--- config.mk ---
export PLATFORM = sky130hd
export DESIGN_NAME = multi_slot_periodic_timer
export DESIGN_NICKNAME = d
export VERILOG_FILES = /design/src/tmr_pkg.sv /design/src/multi_slot_periodic_timer.sv /design/src/tmr_cell.sv /design/src/tmr_slot_op.sv
export SDC_FILE = /design/constraint.sdc
export NUM_CORES = 2
export LEC_CHECK = 0
export BUFFER_PORTS_ARGS = -buffer_cell sky130_fd_sc_hd__buf_4
export CORE_MARGIN = 5
export CORE_UTILIZATION = 45
export CTS_BUF_LIST = sky130_fd_sc_hd__clkbuf_8 sky130_fd_sc_hd__clkbuf_16
export CTS_CLUSTER_DIAMETER = 80
export DETAILED_ROUTE_END_ITERATION = 7
export REMOVE_ABC_BUFFERS = 1
export SLEW_MARGIN = 5
export SYNTH_ARGS = -nofsm -noshare
export SYNTH_HDL_FRONTEND = slang
export SYNTH_SLANG_ARGS = --single-unit
--- constraint.sdc ---
create_clock -name clock -period 9.4 [get_ports clock]
set_clock_uncertainty 0.1 [all_clocks]
set_input_delay 1.88 -clock clock [delete_from_list [all_inputs] [get_ports clock]]
set_output_delay 1.88 -clock clock [all_outputs]
set_load 0.02 [all_outputs]
--- src/tmr_pkg.sv ---
// Package: sizes, slot and transaction types, op codes and states for the timer table.
`timescale 1ns / 1ps
package tmr_pkg;

   localparam int TaskSlots  = 16;
   localparam int MaxResults = 16;
   localparam int IdxW       = (TaskSlots > 1) ? $clog2(TaskSlots) : 1;
   localparam int FireCntW   = $clog2(MaxResults + 1);
   localparam logic [IdxW-1:0] LastIdx = IdxW'(TaskSlots - 1);

   localparam logic [1:0] KindTick   = 2'd0;
   localparam logic [1:0] KindInsert = 2'd1;
   localparam logic [1:0] KindRemove = 2'd2;
   localparam logic [1:0] KindNone   = 2'd3;

   typedef enum logic [1:0] {
      OP_PASS,
      OP_INSERT,
      OP_REMOVE,
      OP_TICK
   } op_mode_type;

   typedef enum logic [1:0] {
      ST_IDLE,
      ST_SCAN,
      ST_RUN,
      ST_DONE
   } state_type;

   typedef struct packed {
      logic [1:0]         kind;
      logic [7:0]         task_id;
      logic [30:0]        delay;
      logic signed [15:0] repeat_count;
      logic [30:0]        elapsed;
   } req_type;

   typedef struct packed {
      logic       fired;
      logic [7:0] fired_task;
      logic       status;
      logic       last;
   } rsp_type;

   typedef struct packed {
      logic [7:0]         task_id;
      logic [30:0]        remaining;
      logic [30:0]        reload;
      logic signed [15:0] repeats;
   } slot_type;

   typedef struct packed {
      op_mode_type        mode;
      logic               apply;
      logic [7:0]         task_id;
      logic [30:0]        delay;
      logic signed [15:0] repeat_count;
      logic [30:0]        elapsed;
   } op_type;

   typedef struct packed {
      logic match;
      logic free;
      logic fire;
   } slot_stat_type;

endpackage

--- src/multi_slot_periodic_timer.sv ---
// Top level: timer slot ring, head slot processor, sequencer and response register.
//
//   channel | ports                           | carries
//   req     | req_valid, req_stall, req_data  | tick / insert / remove transaction
//   rsp     | rsp_valid, rsp_stall, rsp_data  | fire or insert-status transaction
//
// The slots sit in a ring that rotates one slot per cycle past one slot processor while a
// transaction runs and no stall holds it. Tick and remove make one rotation, then a done
// state; insert makes a search rotation, then an update rotation; kind 3 makes none.
// A stalled response holds the ring only when a second fire needs the output, and
// holds the done cycle while the final response waits.
// Synchronous reset clears all slots at once; no clearing pass.
`timescale 1ns / 1ps
module multi_slot_periodic_timer (
   input  logic             clock,
   input  logic             reset,
   input  logic             req_valid,
   output logic             req_stall,
   input  tmr_pkg::req_type req_data,
   output logic             rsp_valid,
   input  logic             rsp_stall,
   output tmr_pkg::rsp_type rsp_data
);
   import tmr_pkg::*;

   state_type state_ff, state_in;
   logic [IdxW-1:0] cnt_ff, cnt_in, cnt_step;
   logic [FireCntW-1:0] fire_cnt_ff, fire_cnt_in;
   req_type req_ff, req_in;
   logic match_found_ff, match_found_in;
   logic [IdxW-1:0] match_idx_ff, match_idx_in;
   logic free_found_ff, free_found_in;
   logic [IdxW-1:0] free_idx_ff, free_idx_in;
   logic pend_valid_ff, pend_valid_in;
   rsp_type pend_ff, pend_in;
   logic rsp_valid_ff, rsp_valid_in;
   rsp_type rsp_ff, rsp_in;

   logic req_accept;
   logic rsp_free;
   logic step_en;
   logic report;
   logic [IdxW-1:0] target;
   op_type op;
   slot_stat_type stat;
   slot_type head_next;
   slot_type cell_q [TaskSlots];

   assign req_accept = req_valid && !req_stall;
   assign rsp_free   = !rsp_valid_ff || !rsp_stall;
   assign cnt_step   = (cnt_ff == LastIdx) ? '0 : cnt_ff + 1'b1;
   assign target     = match_found_ff ? match_idx_ff : free_idx_ff;
   assign report     = stat.fire && (fire_cnt_ff < FireCntW'(MaxResults));

   for (genvar i = 0; i < TaskSlots; i++) begin : g_cell
      slot_type d;
      if (i == TaskSlots - 1) begin : g_tail
         assign d = head_next;
      end else begin : g_mid
         assign d = cell_q[i+1];
      end
      tmr_cell u_cell (
         .clock    (clock),
         .reset    (reset),
         .shift_en (step_en),
         .d        (d),
         .q        (cell_q[i])
      );
   end

   tmr_slot_op u_slot_op (
      .op       (op),
      .slot_in  (cell_q[0]),
      .slot_out (head_next),
      .stat     (stat)
   );

   always_comb begin
      state_in = state_ff;
      unique case (state_ff)
         ST_IDLE: begin
            if (req_accept && (req_data.kind != KindNone)) begin
               state_in = (req_data.kind == KindInsert) ? ST_SCAN : ST_RUN;
            end
         end
         ST_SCAN: begin
            if (cnt_ff == LastIdx) begin
               state_in = ST_RUN;
            end
         end
         ST_RUN: begin
            if (step_en && (cnt_ff == LastIdx)) begin
               state_in = ST_DONE;
            end
         end
         ST_DONE: begin
            if (!pend_valid_ff || rsp_free) begin
               state_in = ST_IDLE;
            end
         end
      endcase
   end

   always_comb begin
      req_stall      = (state_ff != ST_IDLE);
      req_in         = req_ff;
      cnt_in         = cnt_ff;
      fire_cnt_in    = fire_cnt_ff;
      match_found_in = match_found_ff;
      match_idx_in   = match_idx_ff;
      free_found_in  = free_found_ff;
      free_idx_in    = free_idx_ff;
      pend_valid_in  = pend_valid_ff;
      pend_in        = pend_ff;
      rsp_valid_in   = rsp_valid_ff && rsp_stall;
      rsp_in         = rsp_ff;
      step_en        = 1'b0;

      op.mode         = OP_PASS;
      op.apply        = 1'b0;
      op.task_id      = req_ff.task_id;
      op.delay        = req_ff.delay;
      op.repeat_count = req_ff.repeat_count;
      op.elapsed      = req_ff.elapsed;

      if (state_ff == ST_RUN) begin
         unique case (req_ff.kind)
            KindTick: begin
               op.mode = OP_TICK;
            end
            KindInsert: begin
               op.mode  = OP_INSERT;
               op.apply = (match_found_ff || free_found_ff) && (cnt_ff == target);
            end
            KindRemove: begin
               op.mode  = OP_REMOVE;
               op.apply = !match_found_ff;
            end
            default: begin
               op.mode = OP_PASS;
            end
         endcase
      end

      unique case (state_ff)
         ST_IDLE: begin
            if (req_accept) begin
               req_in         = req_data;
               cnt_in         = '0;
               fire_cnt_in    = '0;
               match_found_in = 1'b0;
               free_found_in  = 1'b0;
            end
         end
         ST_SCAN: begin
            step_en = 1'b1;
            cnt_in  = cnt_step;
            if (stat.match && !match_found_ff) begin
               match_found_in = 1'b1;
               match_idx_in   = cnt_ff;
            end
            if (stat.free && !free_found_ff) begin
               free_found_in = 1'b1;
               free_idx_in   = cnt_ff;
            end
            if (cnt_ff == LastIdx) begin
               pend_valid_in      = 1'b1;
               pend_in.fired      = 1'b0;
               pend_in.fired_task = 8'd0;
               pend_in.status     = !(match_found_in || free_found_in);
               pend_in.last       = 1'b0;
            end
         end
         ST_RUN: begin
            step_en = !(report && pend_valid_ff && !rsp_free);
            if (step_en) begin
               cnt_in = cnt_step;
               if ((op.mode == OP_REMOVE) && stat.match) begin
                  match_found_in = 1'b1;
               end
               if (report) begin
                  fire_cnt_in = fire_cnt_ff + 1'b1;
                  if (pend_valid_ff) begin
                     rsp_valid_in = 1'b1;
                     rsp_in       = pend_ff;
                  end
                  pend_valid_in      = 1'b1;
                  pend_in.fired      = 1'b1;
                  pend_in.fired_task = cell_q[0].task_id;
                  pend_in.status     = 1'b0;
                  pend_in.last       = 1'b0;
               end
            end
         end
         ST_DONE: begin
            if (pend_valid_ff && rsp_free) begin
               rsp_valid_in  = 1'b1;
               rsp_in        = pend_ff;
               rsp_in.last   = 1'b1;
               pend_valid_in = 1'b0;
            end
         end
      endcase
   end

   always_ff @(posedge clock) begin
      if (reset) begin
         state_ff       <= ST_IDLE;
         cnt_ff         <= '0;
         fire_cnt_ff    <= '0;
         match_found_ff <= 1'b0;
         free_found_ff  <= 1'b0;
         pend_valid_ff  <= 1'b0;
         rsp_valid_ff   <= 1'b0;
      end else begin
         state_ff       <= state_in;
         cnt_ff         <= cnt_in;
         fire_cnt_ff    <= fire_cnt_in;
         match_found_ff <= match_found_in;
         free_found_ff  <= free_found_in;
         pend_valid_ff  <= pend_valid_in;
         rsp_valid_ff   <= rsp_valid_in;
      end
   end

   always_ff @(posedge clock) begin
      req_ff       <= req_in;
      match_idx_ff <= match_idx_in;
      free_idx_ff  <= free_idx_in;
      pend_ff      <= pend_in;
      rsp_ff       <= rsp_in;
   end

   assign rsp_valid = rsp_valid_ff;
   assign rsp_data  = rsp_ff;

endmodule

--- src/tmr_cell.sv ---
// Ring cell: holds one timer slot and takes its neighbor's slot on each shift.
`timescale 1ns / 1ps
module tmr_cell (
   input  logic              clock,
   input  logic              reset,
   input  logic              shift_en,
   input  tmr_pkg::slot_type d,
   output tmr_pkg::slot_type q
);
   import tmr_pkg::*;

   slot_type slot_ff;
   slot_type slot_in;

   always_comb begin
      slot_in = slot_ff;
      if (shift_en) begin
         slot_in = d;
      end
   end

   always_ff @(posedge clock) begin
      if (reset) begin
         slot_ff <= '0;
      end else begin
         slot_ff <= slot_in;
      end
   end

   assign q = slot_ff;

endmodule

--- src/tmr_slot_op.sv ---
// Slot processor at the ring head: insert, remove and tick update of one slot.
`timescale 1ns / 1ps
module tmr_slot_op (
   input  tmr_pkg::op_type        op,
   input  tmr_pkg::slot_type      slot_in,
   output tmr_pkg::slot_type      slot_out,
   output tmr_pkg::slot_stat_type stat
);
   import tmr_pkg::*;

   logic               match;
   logic signed [15:0] rep_next;
   logic [30:0]        rem_diff;

   assign match    = (op.task_id != 8'd0) && (slot_in.task_id == op.task_id);
   assign rep_next = ((slot_in.repeats != 16'sd0) && !slot_in.repeats[15]) ?
                     slot_in.repeats - 16'sd1 : slot_in.repeats;
   assign rem_diff = slot_in.remaining - op.elapsed;

   always_comb begin
      slot_out   = slot_in;
      stat.match = match;
      stat.free  = (slot_in.repeats == 16'sd0);
      stat.fire  = 1'b0;
      unique case (op.mode)
         OP_PASS: begin
         end
         OP_INSERT: begin
            if (op.apply) begin
               slot_out.task_id   = op.task_id;
               slot_out.remaining = op.delay;
               slot_out.reload    = op.delay;
               slot_out.repeats   = op.repeat_count;
            end
         end
         OP_REMOVE: begin
            // apply arms the first match only
            if (op.apply && match) begin
               slot_out.repeats   = 16'sd0;
               slot_out.remaining = 31'd0;
            end
         end
         OP_TICK: begin
            if (slot_in.remaining != 31'd0) begin
               if (op.elapsed >= slot_in.remaining) begin
                  stat.fire        = 1'b1;
                  slot_out.repeats = rep_next;
                  slot_out.remaining = (rep_next != 16'sd0) ? slot_in.reload : 31'd0;
               end else begin
                  slot_out.remaining = rem_diff;
               end
            end
         end
      endcase
   end

endmodule

==> insert_results.sql <==
INSERT INTO impl_metrics (metric_group, metric, value, unit) VALUES
('pwr', 'power.leakage', '20.3', 'nW'),
('worst_setup_path', 'timing.reg2reg.worst_path_depth', '12', ''),
('drt', 'route.detailed.vias_per_inst', '5.13', ''),
('finish', 'finish.instance_area', '0.0617', 'mm²'),
('pwr', 'switching_power_as_a_share_of_total_power', '28.6', '%'),
('global_route', 'first_pass_grt_wire_length', '193000', 'µm'),
('place', 'port-buffer-count', '104', ''),
('floorplanning', 'die-height', '361', 'µm'),
('worst_setup_path', 'timing.critical_path.slowest_stage_cell', 'sky130_fd_sc_hd__or2_4', ''),
('drt', 'drt_pre_antenna_iters', '6', ''),
('worst_setup_path', 'critical-path-max-stage-delay', '670', 'ps'),
('timing', 'layout_worst_path_cycle_share', '53.2', '%'),
('worst_setup_path', 'worstPathArrival', '5570', 'ps'),
('logic_synthesis', 'post-synth-top-area-fraction', '50.3', '%'),
('place', 'placed_cell_area', '0.0565', 'mm²'),
('run_status', 'outcome', 'finished, final reports clean', ''),
('finish', 'nets', '6668', ''),
('floorplanning', 'initial_utilization', '45.3', '%'),
('logic_synthesis', 'netlist.top_cell.by_area', 'sky130_fd_sc_hd__dfxtp_1', ''),
('run', 'drv_cap', '0', ''),
('finish', 'final_layout_size_suffix_gt1_share', '6.38', '%'),
('pwr', 'clock_power_share', '40.9', '%'),
('cts', 'level_count_of_the_clock_h_tree', '4', ''),
('timing', 'timing.fmax', '200', 'MHz'),
('logic_synthesis', 'synth.cells.most_frequent', 'sky130_fd_sc_hd__nand2_1 (2625), sky130_fd_sc_hd__a21oi_1 (1400), sky130_fd_sc_hd__dfxtp_1 (1391)', ''),
('drt', 'post_route_ant_nets', '0', ''),
('logic_synthesis', 'ys_ff_latch', '1508', ''),
('finish', 'stdcell_count', '8288', ''),
('place', 'gp_congestion', '0.858', ''),
('pwr', 'switching_power', '4.26', 'mW'),
('timing', 'finalWorstPathRequiredPeriod', '5000', 'ps'),
('place', 'post-place-cells', '8000', ''),
('cts', 'cts.clk_slew.worst_paths', '60', 'ps'),
('cts', 'cts-hold-fix-buffers', '0', ''),
('worst_hold_path', 'hp-class', 'reg -> reg', ''),
('cts', 'clock_insertion_delay_at_the_later_pin_of_the_skew_report', '770', 'ps'),
('global_route', 'maximum_number_of_pins_on_one_net_before_global_route_repair', '246', ''),
('logic_synthesis', 'synth-edff-count', '117', ''),
('cts', 'cts.sink_count', '1508', ''),
('global_route', 'grt_overflow_total', '0', ''),
('cts', 'cts_made_buffers', '156', ''),
('floorplanning', 'number_of_rows_in_the_core_area', '128', ''),
('logic_synthesis', 'synthFlopType', 'sky130_fd_sc_hd__dfxtp_1', ''),
('global_route', 'antenna_violations_before_repair', '3', ''),
('logic_synthesis', 'yosysWarnings', '0', ''),
('cts', 'cts-root-buf', 'sky130_fd_sc_hd__clkbuf_16', ''),
('floorplanning', 'i_o_pin_total', '105', ''),
('cts', 'postCtsSetupBuffers', '0', ''),
('drt', 'routed_wl', '119000', 'µm'),
('pwr', 'sequentialPowerShare', '46.2', '%'),
('pwr', 'worst_ir_drop_vdd', '0.169', 'mV'),
('logic_synthesis', 'synth.most_common_cell', 'sky130_fd_sc_hd__nand2_1', ''),
('worst_setup_path', 'crit_path_cell_trace', 'ha_1 > nor2b_1 > o31a_1 > a21oi_1 > o2111ai_1 > buf_4 > a21oi_2 > or2_4 > buf_12 > buf_4 > nand2_1 > a21oi_1', ''),
('global_route', 'grt_pass1_vias', '37500', ''),
('global_route', 'global_route.usage.total', '17.4', '%'),
('drt', 'drtIter0Drc', '3831', ''),
('worst_setup_path', 'crit_type', 'reg -> reg', ''),
('finish', 'flow.area_growth_from_synthesis', '11.5', '%'),
('cts', 'cts_tree', 'yes', ''),
('worst_setup_path', 'critical_path.max_fanout', '209', ''),
('timing', 'rsz0062_at_grt', 'false', ''),
('floorplanning', 'core_area', '0.122', 'mm²'),
('worst_hold_path', 'hold-path-cell-count', '0', ''),
('logic_synthesis', 'synth.yosys.seq_area_share', '56.7', '%'),
('worst_setup_path', 'setup.worst_path.end_class', 'flop', ''),
('logic_synthesis', 'synth_area', '0.0553', 'mm²'),
('timing', 'setup_viol', '0', ''),
('cts', 'cts_buffer_depth', '3', ''),
('logic_synthesis', 'asyncSetResetFlopFracSynth', '0', '%'),
('cts', 'postCtsResizedCells', '0', ''),
('timing', 'final_hold_viol_count', '0', '');
[state kept, by name (all words and copies together) (netlist names)]
signal and cells:
g_cell.u_cell.q 1376, op 86, rsp_data 11, pend_ff 10, fire_cnt_ff 5, cnt_ff 4
free_idx_ff 4, match_idx_ff 4, req_ff 2, state_ff 2, free_found_ff 1, match_found_ff 1
pend_valid_ff 1, rsp_valid 1
[logic make-up (layout without fill, tap and decap cells)]
kind of cell	after synthesis	after routing	synth area share, %
compound gates	1678	1678	16.4
flops	1508	1508	56.7
simple gates	2853	2853	20.1
mux	50	50	0.909
xor+xnor	39	39	0.617
buf+inv	558	492	4.32
fa+ha+maj	43	43	0.986
[critical path: cells and delay by family, from the launching register on]
family	cells	cell delay, ps
flops	1	540
compound gates	5	1360
simple gates	3	920
buf+inv	3	1300
fa+ha+maj	1	330
[power groups by stage]
| stage | Combinational [mW] | Clock, mW | Sequential [mW] |
|---|---|---|---|
| finish | 1.91 | 6.09 | 6.88 |
| global placement | 1.93 | 0 | 7.01 |
| floorplan | 1.11 | 0 | 6.93 |
| global route | 2.13 | 6.53 | 6.90 |
| CTS | 1.94 | 6.27 | 6.88 |
| detailed placement | 1.93 | 0 | 7.01 |
[through the flow]
step	worst slack (ps)	total power, mW	util (%)	hold slack [ps]
global route	4030	15.6	50.6	325
detailed placement	4210	8.95	46.3	305
finish	4400	14.9	50.6	316
global placement	4280	8.94	46.3	303
CTS	4440	15.1	50.6	318
floorplan	-20460	8.04	-	300
[layout make-up]
type                            count  area, µm²
Tap cell                         1625       2030
Multi-Input combinational cell   4663      21600
Inverter                           53        199
Clock inverter                     96        738
Fill cell                       11600      60300
Timing Repair Buffer              151       1320
Clock buffer                      192       4440
Sequential cell                  1508      31400
[cell usage in the layout (no fill, tap or decap), types with 6 or more instances in the layout]
| cell type | count |
|---|---|
| sky130_fd_sc_hd__clkinv_2 | 22 |
| sky130_fd_sc_hd__nand2b_1 | 9 |
| sky130_fd_sc_hd__clkbuf_16 | 160 |
| sky130_fd_sc_hd__o21a_1 | 6 |
| sky130_fd_sc_hd__a21o_1 | 9 |
| sky130_fd_sc_hd__a222oi_1 | 43 |
| sky130_fd_sc_hd__a31oi_1 | 12 |
| sky130_fd_sc_hd__xor2_1 | 21 |
| sky130_fd_sc_hd__nand3_1 | 20 |
| sky130_fd_sc_hd__mux2i_1 | 48 |
| sky130_fd_sc_hd__bufinv_16 | 7 |
| sky130_fd_sc_hd__dfxtp_1 | 1391 |
| sky130_fd_sc_hd__buf_12 | 14 |
| sky130_fd_sc_hd__clkbuf_8 | 32 |
| sky130_fd_sc_hd__clkinv_1 | 16 |
| sky130_fd_sc_hd__nor4_1 | 19 |
| sky130_fd_sc_hd__buf_4 | 136 |
| sky130_fd_sc_hd__ha_1 | 42 |
| sky130_fd_sc_hd__nand3b_1 | 6 |
| sky130_fd_sc_hd__xnor2_1 | 18 |
| sky130_fd_sc_hd__nor2_1 | 81 |
| sky130_fd_sc_hd__a211oi_1 | 48 |
| sky130_fd_sc_hd__inv_1 | 85 |
| sky130_fd_sc_hd__and2_1 | 11 |
| sky130_fd_sc_hd__nand2_1 | 2625 |
| sky130_fd_sc_hd__a21oi_1 | 1400 |
| sky130_fd_sc_hd__nand4_1 | 15 |
| sky130_fd_sc_hd__o21ai_0 | 88 |
| sky130_fd_sc_hd__nor3_1 | 23 |
| sky130_fd_sc_hd__edfxtp_1 | 117 |
[per-layer routing]
metal / GRT usage, % / routed length, µm / vias to the layer above / part of all wire (%)
li1: - / - / 21900 / -
met1: 25.6 / 59100 / 19800 / 50
met2: 26.0 / 51300 / 685 / 43
met3: 3.06 / 5270 / 173 / 4.4
met4: 5.95 / 3200 / 0 / 2.7
met5: 0 / 0 / - / 0
[final timing paths]
path | start | end | slack [ps]
setup / recovery | g_cell[0].u_cell.q[48] | g_cell[4].u_cell.q[77] | 4400
hold / removal | pend_ff[3] | rsp_data[3] | 320
setup reg to reg | g_cell[0].u_cell.q[48] | g_cell[4].u_cell.q[77] | 4400
hold reg to reg | pend_ff[3] | rsp_data[3] | 320
No activity file was read; power rests on OpenSTA's default activity.
